[config.mk]
export PLATFORM = sky130hd
export DESIGN_NAME = cursor_linked_list_engine
export DESIGN_NICKNAME = d
export VERILOG_FILES = /design/src/hw/rtl/cll_pkg.sv /design/src/hw/rtl/cll_ram.sv /design/src/hw/rtl/cll_ctrl.sv /design/src/hw/rtl/cll_dp.sv /design/src/hw/rtl/cursor_linked_list_engine.sv
export SDC_FILE = /design/constraint.sdc
export NUM_CORES = 2
export LEC_CHECK = 0
export ABC_CLOCK_PERIOD_IN_PS = 8500
export BUFFER_PORTS_ARGS = -buffer_cell sky130_fd_sc_hd__buf_2
export CORE_MARGIN = 5
export CORE_UTILIZATION = 55
export DETAILED_ROUTE_END_ITERATION = 10
export PLACE_DENSITY = 0.72
export SLEW_MARGIN = 20
export SYNTH_ARGS = -nofsm -noshare
export SYNTH_HDL_FRONTEND = slang
export SYNTH_SLANG_ARGS = --single-unit
[constraint.sdc]
create_clock -name clock -period 8.5 [get_ports clock]
set_input_delay 1.7 -clock clock [delete_from_list [all_inputs] [get_ports clock]]
set_output_delay 1.7 -clock clock [all_outputs]
set_load 0.02 [all_outputs]
[src/hw/rtl/cll_pkg.sv]
// shared types and constants for the cursor linked list engine
package cll_pkg;

   typedef enum logic [2:0] {
      OP_INSERT   = 3'd0,
      OP_DELETE   = 3'd1,
      OP_LOCATE   = 3'd2,
      OP_RETRIEVE = 3'd3,
      OP_NEXT     = 3'd4,
      OP_PREVIOUS = 3'd5,
      OP_CLEAR    = 3'd6,
      OP_ALLOCATE = 3'd7
   } op_type;

   typedef enum logic [1:0] {
      ST_OK    = 2'd0,
      ST_UNDEF = 2'd1,
      ST_FULL  = 2'd2
   } status_type;

   typedef enum logic [3:0] {
      S_IDLE,
      S_INIT,
      S_DISPATCH,
      S_WALK_RD,
      S_WALK_EV,
      S_FREE_RD,
      S_FREE_EV,
      S_EXEC,
      S_EXEC2,
      S_CLR_RD,
      S_CLR_EV,
      S_DONE
   } state_type;

   // datapath commands from the controller
   typedef struct packed {
      logic load;       // capture request
      logic init_step;  // write one link of the reset chain
      logic walk_start; // start walking the list from the head
      logic free_start; // start walking the free chain
      logic rd_cur;     // issue read of current walk slot
      logic walk_adv;   // advance walk to the link just read
      logic free_adv;   // advance free walk
      logic exec;       // first write phase of the operation
      logic exec2;      // second write phase
      logic clr_start;  // start clear pass
      logic clr_step;   // release one slot during clear
      logic finish;     // load result register
   } cmd_type;

   // datapath status to the controller
   typedef struct packed {
      logic init_done;
      logic head_zero;
      logic free_zero;
      logic walk_end;   // current walk slot is null or step limit reached
      logic walk_hit;   // current walk slot matches the search
      logic free_hit;
      logic walk_is_locate;
      logic need_free;  // append path must check the free chain
      logic two_phase;  // operation needs a second write
      logic out_busy;
   } stat_type;

endpackage

[src/hw/rtl/cll_ram.sv]
// generic single-write two-read ram with registered read data
module cll_ram #(
   parameter int WIDTH = 8,
   parameter int DEPTH = 32
) (
   input  logic                     clock,
   input  logic                     we,
   input  logic [$clog2(DEPTH)-1:0] waddr,
   input  logic [WIDTH-1:0]         wdata,
   input  logic [$clog2(DEPTH)-1:0] raddr_a,
   output logic [WIDTH-1:0]         rdata_a,
   input  logic [$clog2(DEPTH)-1:0] raddr_b,
   output logic [WIDTH-1:0]         rdata_b
);
   logic [WIDTH-1:0] mem_ff [DEPTH];

   // write port and registered reads
   always_ff @(posedge clock) begin
      if (we) begin
         mem_ff[waddr] <= wdata;
      end
      rdata_a <= mem_ff[raddr_a];
      rdata_b <= mem_ff[raddr_b];
   end
endmodule

[src/hw/rtl/cll_ctrl.sv]
// controller state machine for the cursor linked list engine
module cll_ctrl (
   input  logic              clock,
   input  logic              reset,
   input  logic              req_tvalid,
   output logic              req_tready,
   input  cll_pkg::op_type   op,
   input  cll_pkg::stat_type st,
   output cll_pkg::cmd_type  cmd
);
   cll_pkg::state_type state_ff, state_in;

   // state register
   always_ff @(posedge clock) begin
      if (reset) begin
         state_ff <= cll_pkg::S_INIT;
      end else begin
         state_ff <= state_in;
      end
   end

   // next state and commands
   always_comb begin
      state_in   = state_ff;
      cmd        = '0;
      req_tready = 1'b0;
      case (state_ff)
         cll_pkg::S_INIT: begin
            cmd.init_step = 1'b1;
            if (st.init_done) state_in = cll_pkg::S_IDLE;
         end
         cll_pkg::S_IDLE: begin
            req_tready = !st.out_busy;
            if (req_tvalid && !st.out_busy) begin
               cmd.load = 1'b1;
               state_in = cll_pkg::S_DISPATCH;
            end
         end
         cll_pkg::S_DISPATCH: begin
            case (op)
               cll_pkg::OP_ALLOCATE: state_in = cll_pkg::S_EXEC;
               cll_pkg::OP_CLEAR: begin
                  cmd.clr_start = 1'b1;
                  state_in = cll_pkg::S_CLR_RD;
               end
               default: begin
                  cmd.walk_start = 1'b1;
                  state_in = cll_pkg::S_WALK_RD;
               end
            endcase
         end
         cll_pkg::S_WALK_RD: begin
            if (st.walk_end || st.walk_hit) begin
               if (st.need_free && !st.walk_hit) begin
                  cmd.free_start = 1'b1;
                  state_in = cll_pkg::S_FREE_RD;
               end else begin
                  state_in = cll_pkg::S_EXEC;
               end
            end else begin
               cmd.rd_cur = 1'b1;
               state_in = cll_pkg::S_WALK_EV;
            end
         end
         cll_pkg::S_WALK_EV: begin
            if (st.walk_is_locate && st.walk_hit) begin
               state_in = cll_pkg::S_EXEC;
            end else begin
               cmd.walk_adv = 1'b1;
               state_in = cll_pkg::S_WALK_RD;
            end
         end
         cll_pkg::S_FREE_RD: begin
            if (st.walk_end || st.free_hit) begin
               state_in = cll_pkg::S_EXEC;
            end else begin
               cmd.rd_cur = 1'b1;
               state_in = cll_pkg::S_FREE_EV;
            end
         end
         cll_pkg::S_FREE_EV: begin
            cmd.free_adv = 1'b1;
            state_in = cll_pkg::S_FREE_RD;
         end
         cll_pkg::S_EXEC: begin
            cmd.exec = 1'b1;
            state_in = st.two_phase ? cll_pkg::S_EXEC2 : cll_pkg::S_DONE;
         end
         cll_pkg::S_EXEC2: begin
            cmd.exec2 = 1'b1;
            state_in = cll_pkg::S_DONE;
         end
         cll_pkg::S_CLR_RD: begin
            if (st.walk_end) begin
               state_in = cll_pkg::S_DONE;
            end else begin
               cmd.rd_cur = 1'b1;
               state_in = cll_pkg::S_CLR_EV;
            end
         end
         cll_pkg::S_CLR_EV: begin
            cmd.clr_step = 1'b1;
            state_in = cll_pkg::S_CLR_RD;
         end
         cll_pkg::S_DONE: begin
            cmd.finish = 1'b1;
            state_in = cll_pkg::S_IDLE;
         end
         default: state_in = cll_pkg::S_IDLE;
      endcase
   end
endmodule

[src/hw/rtl/cll_dp.sv]
// datapath: slot stores, list pointers, walk registers and result register
module cll_dp #(
   parameter int SLOTS      = 31,
   parameter int VALUE_BITS = 32
) (
   input  logic              clock,
   input  logic              reset,
   input  cll_pkg::cmd_type  cmd,
   output cll_pkg::stat_type st,
   output cll_pkg::op_type   op,
   input  logic [2:0]        req_op,
   input  logic [4:0]        req_slot,
   input  logic [31:0]       req_value,
   output logic              rsp_tvalid,
   input  logic              rsp_tready,
   output logic [1:0]        rsp_status,
   output logic [4:0]        rsp_slot,
   output logic [31:0]       rsp_value,
   output logic [4:0]        rsp_head
);
   localparam int AW    = $clog2(SLOTS + 1);
   localparam int DEPTH = 1 << AW;
   localparam int VW    = (VALUE_BITS < 32) ? VALUE_BITS : 32;
   localparam logic [AW-1:0] LAST = AW'(SLOTS);

   cll_pkg::op_type  op_ff;
   logic [4:0]       slot_ff;
   logic [VW-1:0]    val_ff;
   logic [AW-1:0]    head_ff, head_in, fhead_ff, fhead_in;
   logic [AW-1:0]    cur_ff, cur_in, prev_ff, prev_in, last_ff, last_in;
   logic [AW:0]      cnt_ff, cnt_in;
   logic             hit_ff, hit_in, fhit_ff, fhit_in;
   logic [AW-1:0]    init_ff;
   logic             idone_ff;
   logic             rd_pend_ff;
   logic             ovalid_ff;
   logic [1:0]       ost_ff;
   logic [4:0]       oslot_ff, oslot_in;
   logic [31:0]      oval_ff;
   logic [1:0]       res_st_ff, res_st_in;
   logic [AW-1:0]    take_ff, take_in;
   // link and value ram ports
   logic             lwe, vwe;
   logic [AW-1:0]    lwa, vwa, lra, lrb;
   logic [AW-1:0]    lwd, lrda, lrdb;
   logic [VW-1:0]    vwd, vrda, vrdb;
   logic [AW-1:0]    vra;
   logic             p_ok;
   logic [AW-1:0]    p;
   logic             vmatch;

   cll_ram #(.WIDTH(AW), .DEPTH(DEPTH)) u_links (
      .clock(clock), .we(lwe), .waddr(lwa), .wdata(lwd),
      .raddr_a(lra), .rdata_a(lrda), .raddr_b(lrb), .rdata_b(lrdb)
   );
   cll_ram #(.WIDTH(VW), .DEPTH(DEPTH)) u_values (
      .clock(clock), .we(vwe), .waddr(vwa), .wdata(vwd),
      .raddr_a(vra), .rdata_a(vrda), .raddr_b(p), .rdata_b(vrdb)
   );

   assign op     = op_ff;
   assign p_ok   = (slot_ff != 5'd0) && ({3'd0, slot_ff} <= 8'(SLOTS));
   assign p      = AW'(slot_ff);
   assign vmatch = (vrda == val_ff);

   // status to the controller
   always_comb begin
      st = '0;
      st.init_done      = idone_ff;
      st.head_zero      = (head_ff == '0);
      st.free_zero      = (fhead_ff == '0);
      st.walk_end       = (cur_ff == '0) || (cnt_ff >= (AW+1)'(SLOTS));
      st.walk_hit       = hit_ff;
      st.free_hit       = fhit_ff;
      st.walk_is_locate = (op_ff == cll_pkg::OP_LOCATE);
      st.need_free      = (op_ff == cll_pkg::OP_INSERT) && (head_ff != '0) && p_ok;
      st.two_phase      = 1'b0;
      st.out_busy       = ovalid_ff;
      // insert at a listed slot writes the slot itself in phase two
      if (op_ff == cll_pkg::OP_INSERT && head_ff != '0 && hit_ff && fhead_ff != '0)
         st.two_phase = 1'b1;
      // append links the old tail in phase two
      if (op_ff == cll_pkg::OP_INSERT && head_ff != '0 && !hit_ff && p_ok && !fhit_ff)
         st.two_phase = 1'b1;
      // delete releases the slot in phase two
      if (op_ff == cll_pkg::OP_DELETE && hit_ff)
         st.two_phase = 1'b1;
      // locate compares the value read in the evaluate cycle
      if (op_ff == cll_pkg::OP_LOCATE)
         st.walk_hit = rd_pend_ff && vmatch;
   end

   // ram addressing and writes
   always_comb begin
      lwe = 1'b0; lwa = '0; lwd = '0;
      vwe = 1'b0; vwa = '0; vwd = val_ff;
      lra = cmd.rd_cur ? cur_ff : fhead_ff; lrb = p; vra = cur_ff;
      if (!idone_ff) begin
         lwe = 1'b1; lwa = init_ff;
         lwd = (init_ff == '0 || init_ff == LAST) ? '0 : init_ff + AW'(1);
      end
      if (cmd.clr_step) begin
         lwe = 1'b1; lwa = cur_ff; lwd = fhead_ff;
      end
      if (cmd.exec) begin
         case (op_ff)
            cll_pkg::OP_INSERT: begin
               if (head_ff == '0) begin
                  if (fhead_ff != '0) begin
                     lwe = 1'b1; lwa = fhead_ff; lwd = '0;
                     vwe = 1'b1; vwa = fhead_ff;
                  end
               end else if (hit_ff) begin
                  // move old link and value to the taken slot, new value in phase two
                  if (fhead_ff != '0) begin
                     lwe = 1'b1; lwa = fhead_ff; lwd = lrdb;
                     vwe = 1'b1; vwa = fhead_ff; vwd = vrdb;
                  end
               end else if (p_ok && !fhit_ff) begin
                  lwe = 1'b1; lwa = p; lwd = '0;
                  vwe = 1'b1; vwa = p;
               end
            end
            cll_pkg::OP_DELETE: begin
               if (hit_ff) begin
                  lwe = 1'b1;
                  lwa = (p == head_ff) ? p : prev_ff;
                  lwd = (p == head_ff) ? fhead_ff : lrdb;
               end
            end
            default: ;
         endcase
      end
      if (cmd.exec2) begin
         case (op_ff)
            cll_pkg::OP_INSERT: begin
               if (hit_ff) begin
                  lwe = 1'b1; lwa = p; lwd = take_ff;
                  vwe = 1'b1; vwa = p;
               end else begin
                  lwe = 1'b1; lwa = last_ff; lwd = p;
               end
            end
            default: ;
         endcase
      end
      if (cmd.exec2 && op_ff == cll_pkg::OP_DELETE) begin
         lwe = 1'b1; lwa = p; lwd = fhead_ff;
      end
   end

   // walk and pointer updates
   always_comb begin
      head_in = head_ff; fhead_in = fhead_ff;
      cur_in = cur_ff; prev_in = prev_ff; last_in = last_ff; cnt_in = cnt_ff;
      hit_in = hit_ff; fhit_in = fhit_ff; take_in = take_ff;
      res_st_in = res_st_ff; oslot_in = oslot_ff;
      if (cmd.walk_start || cmd.clr_start) begin
         cur_in = head_ff; prev_in = head_ff; last_in = '0; cnt_in = '0;
         hit_in = 1'b0; fhit_in = 1'b0;
      end
      if (cmd.clr_start) begin
         res_st_in = cll_pkg::ST_OK; oslot_in = '0;
      end
      if (cmd.walk_start && op_ff != cll_pkg::OP_LOCATE)
         hit_in = p_ok && (head_ff == p) && (head_ff != '0);
      if (cmd.free_start) begin
         cur_in = fhead_ff; cnt_in = '0;
         fhit_in = (fhead_ff == p);
      end
      if (cmd.walk_adv) begin
         last_in = cur_ff;
         prev_in = cur_ff;
         cur_in  = lrda;
         cnt_in  = cnt_ff + 1'b1;
         if (op_ff != cll_pkg::OP_LOCATE)
            hit_in = p_ok && (lrda == p) && (lrda != '0) && (cnt_ff + 1'b1 < (AW+1)'(SLOTS));
      end
      if (cmd.rd_cur && op_ff == cll_pkg::OP_LOCATE) begin
         hit_in = 1'b0;
      end
      if (op_ff == cll_pkg::OP_LOCATE && rd_pend_ff && vmatch) begin
         hit_in = 1'b1;
      end
      if (cmd.free_adv) begin
         cur_in = lrda; cnt_in = cnt_ff + 1'b1;
         fhit_in = (lrda == p) && (cnt_ff + 1'b1 < (AW+1)'(SLOTS));
      end
      if (cmd.clr_step) begin
         fhead_in = cur_ff; cur_in = lrda; cnt_in = cnt_ff + 1'b1;
      end
      if (cmd.exec) begin
         res_st_in = cll_pkg::ST_OK; oslot_in = '0; take_in = fhead_ff;
         case (op_ff)
            cll_pkg::OP_INSERT: begin
               if (head_ff == '0) begin
                  if (fhead_ff == '0) res_st_in = cll_pkg::ST_FULL;
                  else begin
                     head_in = fhead_ff; fhead_in = lrda; oslot_in = 5'(fhead_ff);
                  end
               end else if (hit_ff) begin
                  if (fhead_ff == '0) res_st_in = cll_pkg::ST_FULL;
                  else begin
                     fhead_in = lrda; oslot_in = slot_ff;
                  end
               end else if (!p_ok || fhit_ff) begin
                  res_st_in = cll_pkg::ST_UNDEF;
               end else begin
                  oslot_in = slot_ff;
               end
            end
            cll_pkg::OP_DELETE: begin
               if (!hit_ff) begin
                  res_st_in = cll_pkg::ST_UNDEF; oslot_in = slot_ff;
               end else begin
                  oslot_in = 5'(lrdb);
                  if (p == head_ff) head_in = lrdb;
               end
            end
            cll_pkg::OP_LOCATE: oslot_in = hit_ff ? 5'(cur_ff) : 5'd0;
            cll_pkg::OP_RETRIEVE: begin
               if (!hit_ff) res_st_in = cll_pkg::ST_UNDEF;
               else oslot_in = slot_ff;
            end
            cll_pkg::OP_NEXT: begin
               if (!hit_ff) res_st_in = cll_pkg::ST_UNDEF;
               else oslot_in = 5'(lrdb);
            end
            cll_pkg::OP_PREVIOUS: begin
               if (!hit_ff || p == head_ff) res_st_in = cll_pkg::ST_UNDEF;
               else oslot_in = 5'(prev_ff);
            end
            cll_pkg::OP_ALLOCATE: begin
               if (fhead_ff == '0) res_st_in = cll_pkg::ST_FULL;
               else begin
                  oslot_in = 5'(fhead_ff); fhead_in = lrda;
               end
            end
            default: ;
         endcase
      end
      if (cmd.exec2 && op_ff == cll_pkg::OP_DELETE) fhead_in = p;
      if (cmd.finish && op_ff == cll_pkg::OP_CLEAR) begin
         head_in = '0;
      end
   end

   // registers
   always_ff @(posedge clock) begin
      if (reset) begin
         head_ff    <= '0;
         fhead_ff   <= AW'(1);
         init_ff    <= '0;
         idone_ff   <= 1'b0;
         rd_pend_ff <= 1'b0;
         ovalid_ff  <= 1'b0;
      end else begin
         head_ff    <= head_in;
         fhead_ff   <= fhead_in;
         rd_pend_ff <= cmd.rd_cur;
         if (!idone_ff) begin
            init_ff <= init_ff + AW'(1);
            if (init_ff == AW'(DEPTH - 1)) idone_ff <= 1'b1;
         end
         if (cmd.finish) ovalid_ff <= 1'b1;
         else if (rsp_tready) ovalid_ff <= 1'b0;
      end
   end

   // request capture, walk state and result payload
   always_ff @(posedge clock) begin
      if (cmd.load) begin
         op_ff   <= cll_pkg::op_type'(req_op);
         slot_ff <= req_slot;
         val_ff  <= req_value[VW-1:0];
      end
      cur_ff <= cur_in; prev_ff <= prev_in; last_ff <= last_in; cnt_ff <= cnt_in;
      hit_ff <= hit_in; fhit_ff <= fhit_in; take_ff <= take_in;
      res_st_ff <= res_st_in; oslot_ff <= oslot_in;
      if (cmd.finish) begin
         ost_ff   <= res_st_ff;
         oval_ff  <= (op_ff == cll_pkg::OP_RETRIEVE && res_st_ff == cll_pkg::ST_OK)
                     ? 32'(vrdb) : 32'd0;
      end
   end

   assign rsp_tvalid = ovalid_ff;
   assign rsp_status = ost_ff;
   assign rsp_slot   = oslot_ff;
   assign rsp_value  = oval_ff;
   assign rsp_head   = 5'(head_ff);
endmodule

[src/hw/rtl/cursor_linked_list_engine.sv]
// Cursor linked list engine top level.
// A singly linked list and a free chain share one slot store held in two small
// RAMs (values and links). One request is taken at a time and yields one response.
// Requests that search the list (insert, delete, retrieve, next, previous) walk it
// one link read at a time, each read followed by an evaluate state, over at most
// SLOTS links. An insert into a non-empty list or a delete that changes the list
// adds a second write, and an append also walks the free chain to check its slot.
// A locate stops at the first slot whose value matches. Allocate takes the free
// head without a walk, and clear walks the list to release its slots. The next
// request is taken the cycle after the response is accepted. After reset a pass
// over the link RAM builds the free chain before the first request is accepted.
module cursor_linked_list_engine #(
   parameter int SLOTS      = 31,
   parameter int VALUE_BITS = 32
) (
   input  logic        clock,
   input  logic        reset,
   input  logic        req_tvalid,
   output logic        req_tready,
   input  logic [39:0] req_tdata,  // operation[2:0], slot[7:3], value[39:8]
   output logic        rsp_tvalid,
   input  logic        rsp_tready,
   output logic [47:0] rsp_tdata   // status[1:0], slot_out[6:2], value_out[38:7], head_out[43:39]
);
   cll_pkg::cmd_type  cmd;
   cll_pkg::stat_type st;
   cll_pkg::op_type   op;
   logic [1:0]  status;
   logic [4:0]  slot_out, head_out;
   logic [31:0] value_out;

   cll_ctrl u_ctrl (
      .clock(clock), .reset(reset), .req_tvalid(req_tvalid), .req_tready(req_tready),
      .op(op), .st(st), .cmd(cmd)
   );

   cll_dp #(.SLOTS(SLOTS), .VALUE_BITS(VALUE_BITS)) u_dp (
      .clock(clock), .reset(reset), .cmd(cmd), .st(st), .op(op),
      .req_op(req_tdata[2:0]), .req_slot(req_tdata[7:3]), .req_value(req_tdata[39:8]),
      .rsp_tvalid(rsp_tvalid), .rsp_tready(rsp_tready),
      .rsp_status(status), .rsp_slot(slot_out), .rsp_value(value_out), .rsp_head(head_out)
   );

   assign rsp_tdata = {4'd0, head_out, value_out, slot_out, status};
endmodule

==> flow_summary.yaml <==
global_routing:
  grt_overflow: 0
  grt_max_degree: 135
  antenna_found_initial: 5
  grt_pass1_vias: 37100
  grt_usage: 0.295
  grt_pass1_wl_um: 262000
place:
  portBuffers: 89
  dpl.hpwl_um: 107000
  gp_congestion: 0.938
setup_path:
  required_ns: 8.87
  crit_chain: "or4_1, nor2_1, or2_2, o31ai_1, a22o_1, a21oi_1, nand2_1, nor2_4, buf_4"
  r2r_start: "u_dp.rsp_head[0]$_SDFFE_PP0P_"
  critPathSlowestCell: "nor2_1"
  r2r_cells: 9
  slowest_delay_ns: 0.76
  crit_fanout: 24
  startpoint_type: "register"
  crit_type: "reg2reg"
  end_kind: "register"
  rrSetupSlack_ns: 3.52
  critPathArrivalTime_ns: 5.35
  r2r_end: "u_dp.u_values.mem_ff[25][15]$_DFFE_PP_"
detailed_routing:
  drc: 0
  drtIter0Drc: 4545
  ant_nets: 0
  wire_per_inst_um: 35.6
  drt-pass1-iter-count: 6
  viasPerCell: 7.18
  postRouteWirelength_um: 181000
  vias: 36500
synthesis:
  synth_ff_type: "edfxtp_1"
  yosysTopAreaCellShare: 0.604
  syn_area_um2: 64200
  yosysMostFrequentCell: "edfxtp_1"
  ys_seq_elements: 1389
  synth.distinct_cells: 87
  ys_top_cells_by_area: "edfxtp_1 (60%), mux4_2 (24%), dfxtp_1 (3.0%), mux2_2 (1.9%), mux2i_1 (1.3%)"
  synth-seq-area-share: 0.634
  postSynthCellCount: 3362
  synthArstFlopShare: 0
  synth_top_cell_by_area: "edfxtp_1"
  synth_warnings: 0
  synth_edf_count: 1292
  avgSynthCellArea_um2: 19.1
  synth_common_cells: "edfxtp_1 (1292), mux4_2 (690), clkbuf_1 (171)"
clock_tree:
  hold_buffers: 0
  cts-buffers-inserted: 146
  cts.sinks: 1389
  ctsResizeCount: 0
  cts_tree: "yes"
  cts.path.max_buffers: 3
  htreeDepth: 4
  clkLatencyLatePin_ns: 0.77
  cts.reportedPaths.clkPinSlew_ns: 0.06
  post-cts-setup-buffers: 0
  cts-root-buf: "clkbuf_16"
sta:
  fin_crit_ns: 4.98
  finalMaxSlewViolations: 0
  setup_viol: 0
  skew_ns: 0.0298
  hold_viol_final: 0
  period_share: 0.586
  setup_tns_ns: 0
  worst_pin_slew_ns: 1.20
  slew_headroom: 0.195
  rsz0062_at_grt: "false"
  fmax_mhz: 201
power:
  vdd_drop_max_v: 0.000193
  p_per_area_nw_per_um2: 194
  power.leakage_nw: 22.9
floorplanning:
  fp.dieH_um: 352
  rows: 125
  dieArea_um2: 124000
  start_util: 0.553
  die_w_um: 352
  ios: 94
  core_um2: 116000
final_layout:
  final.fill_count: 8048
  seqCellArea_um2: 40700
  drive_above_1_share: 0.355
  multi_input_area_um2: 22700
  areaGrowthSynthToFinish_pct: 11.1
  fin_nets: 3487
  finish.utilization: 0.615
worst_hold_path:
  hold_path_end: "u_dp.rsp_status[1]$_DFFE_PP_"
  hold_start: "u_dp.res_st_ff[1]$_SDFFCE_PN0P_"
  whs_path_depth: 0
  hold_class: "reg2reg"
job:
  maxCapViolations: 0
outcome:
  outcome: "finished, final reports clean"
-- registers in the layout (all words and copies together) (netlist names), 6 cells and up --
| name | flops |
|---|---|
| u_dp.rsp_value | 32 |
| u_dp.val_ff | 32 |
| u_dp.u_values.rdata_a | 32 |
| u_dp.u_values.rdata_b | 32 |
| u_dp.u_values.mem_ff | 1024 |
| u_dp.cnt_ff | 6 |
| u_dp.u_links.mem_ff | 160 |
-- worst max-delay path by stage --
stage	from	to	cells after the start
after floorplan	u_dp.lrb[0]$_DFFE_PP_	u_dp.u_values.mem_ff[13][0]$_DFFE_PP_	8
after global placement	u_dp.lrb[0]$_DFFE_PP_	u_dp.u_values.rdata_b[16]$_DFF_P_	7
after detailed placement	u_dp.lrb[0]$_DFFE_PP_	u_dp.u_values.rdata_b[16]$_DFF_P_	7
after CTS	u_dp.lrb[0]$_DFFE_PP_	u_dp.u_values.rdata_b[16]$_DFF_P_	7
after global routing	u_dp.lrb[0]$_DFFE_PP_	u_dp.u_values.rdata_b[16]$_DFF_P_	7
final	u_dp.rsp_head[0]$_SDFFE_PP0P_	u_dp.u_values.mem_ff[25][15]$_DFFE_PP_	9
-- routing by layer --
metal,vias to the layer above,routed length [um],track usage
met3,422,18000,0.0530
met4,0,7680,0.114
met1,19300,66200,0.407
li1,14400,-,-
met5,-,0,0
met2,2436,89200,0.480
-- cell usage in the layout (no fill, tap or decap), drive strengths merged, types with 63 or more instances in the layout --
cell type	netlist	routed
nand2	158	158
edfxtp	1292	1292
buf	83	179
a21oi	63	63
mux2	112	112
mux2i	84	84
nor2	138	138
mux4	690	690
dfxtp	97	97
clkbuf	171	206
-- report_power, final --
part / leakage (nW) / switching, W / internal [W]
Clock: 2.33 / 0.00266 / 0.00367
Sequential: 12.5 / 0.0000164 / 0.00740
Combinational: 8.06 / 0.0000724 / 0.0000323
-- critical path: cells and delay by family, from the launching register on --
kind | cells | cell delay [ns]
AOI/OAI and AO/OA | 3 | 0.70
buffers and inverters | 1 | 0.61
DFF | 1 | 0.39
and+or+nand+nor | 5 | 2.85
-- cell type report --
type                       instances  share of cell area
antenna                            3            0.000105
clock buffer                     206              0.0576
clock inverter                    65             0.00911
inverter                          17            0.000964
multi-input combinational       1705               0.318
sequential                      1389               0.571
tap                             1524              0.0267
timing repair buffer             179              0.0167
-- logic make-up after synthesis --
kind of cell	Yosys count	share of synthesized area
flops	1389	0.634
mux	886	0.275
simple gates	496	0.0373
buf+inv	271	0.0171
compound gates	258	0.0279
xor+xnor	56	0.00764
fa+ha+maj	5	0.000974
other cells	1	0.0000584
-- metrics by stage --
stage	cell area [um^2]	std cells	total power, W	hold slack, ns	setup WS (ns)
after floorplan	64200	3365	0.00761	0.406	4.48
after global placement	66600	4812	0.00766	0.468	3.50
after detailed placement	66600	4813	0.00766	0.483	3.45
after CTS	71300	5084	0.0139	0.496	3.46
after global routing	71400	5085	0.0142	0.504	3.17
final	71400	5088	0.0138	0.484	3.52
Power figures use the tool's default switching activity.
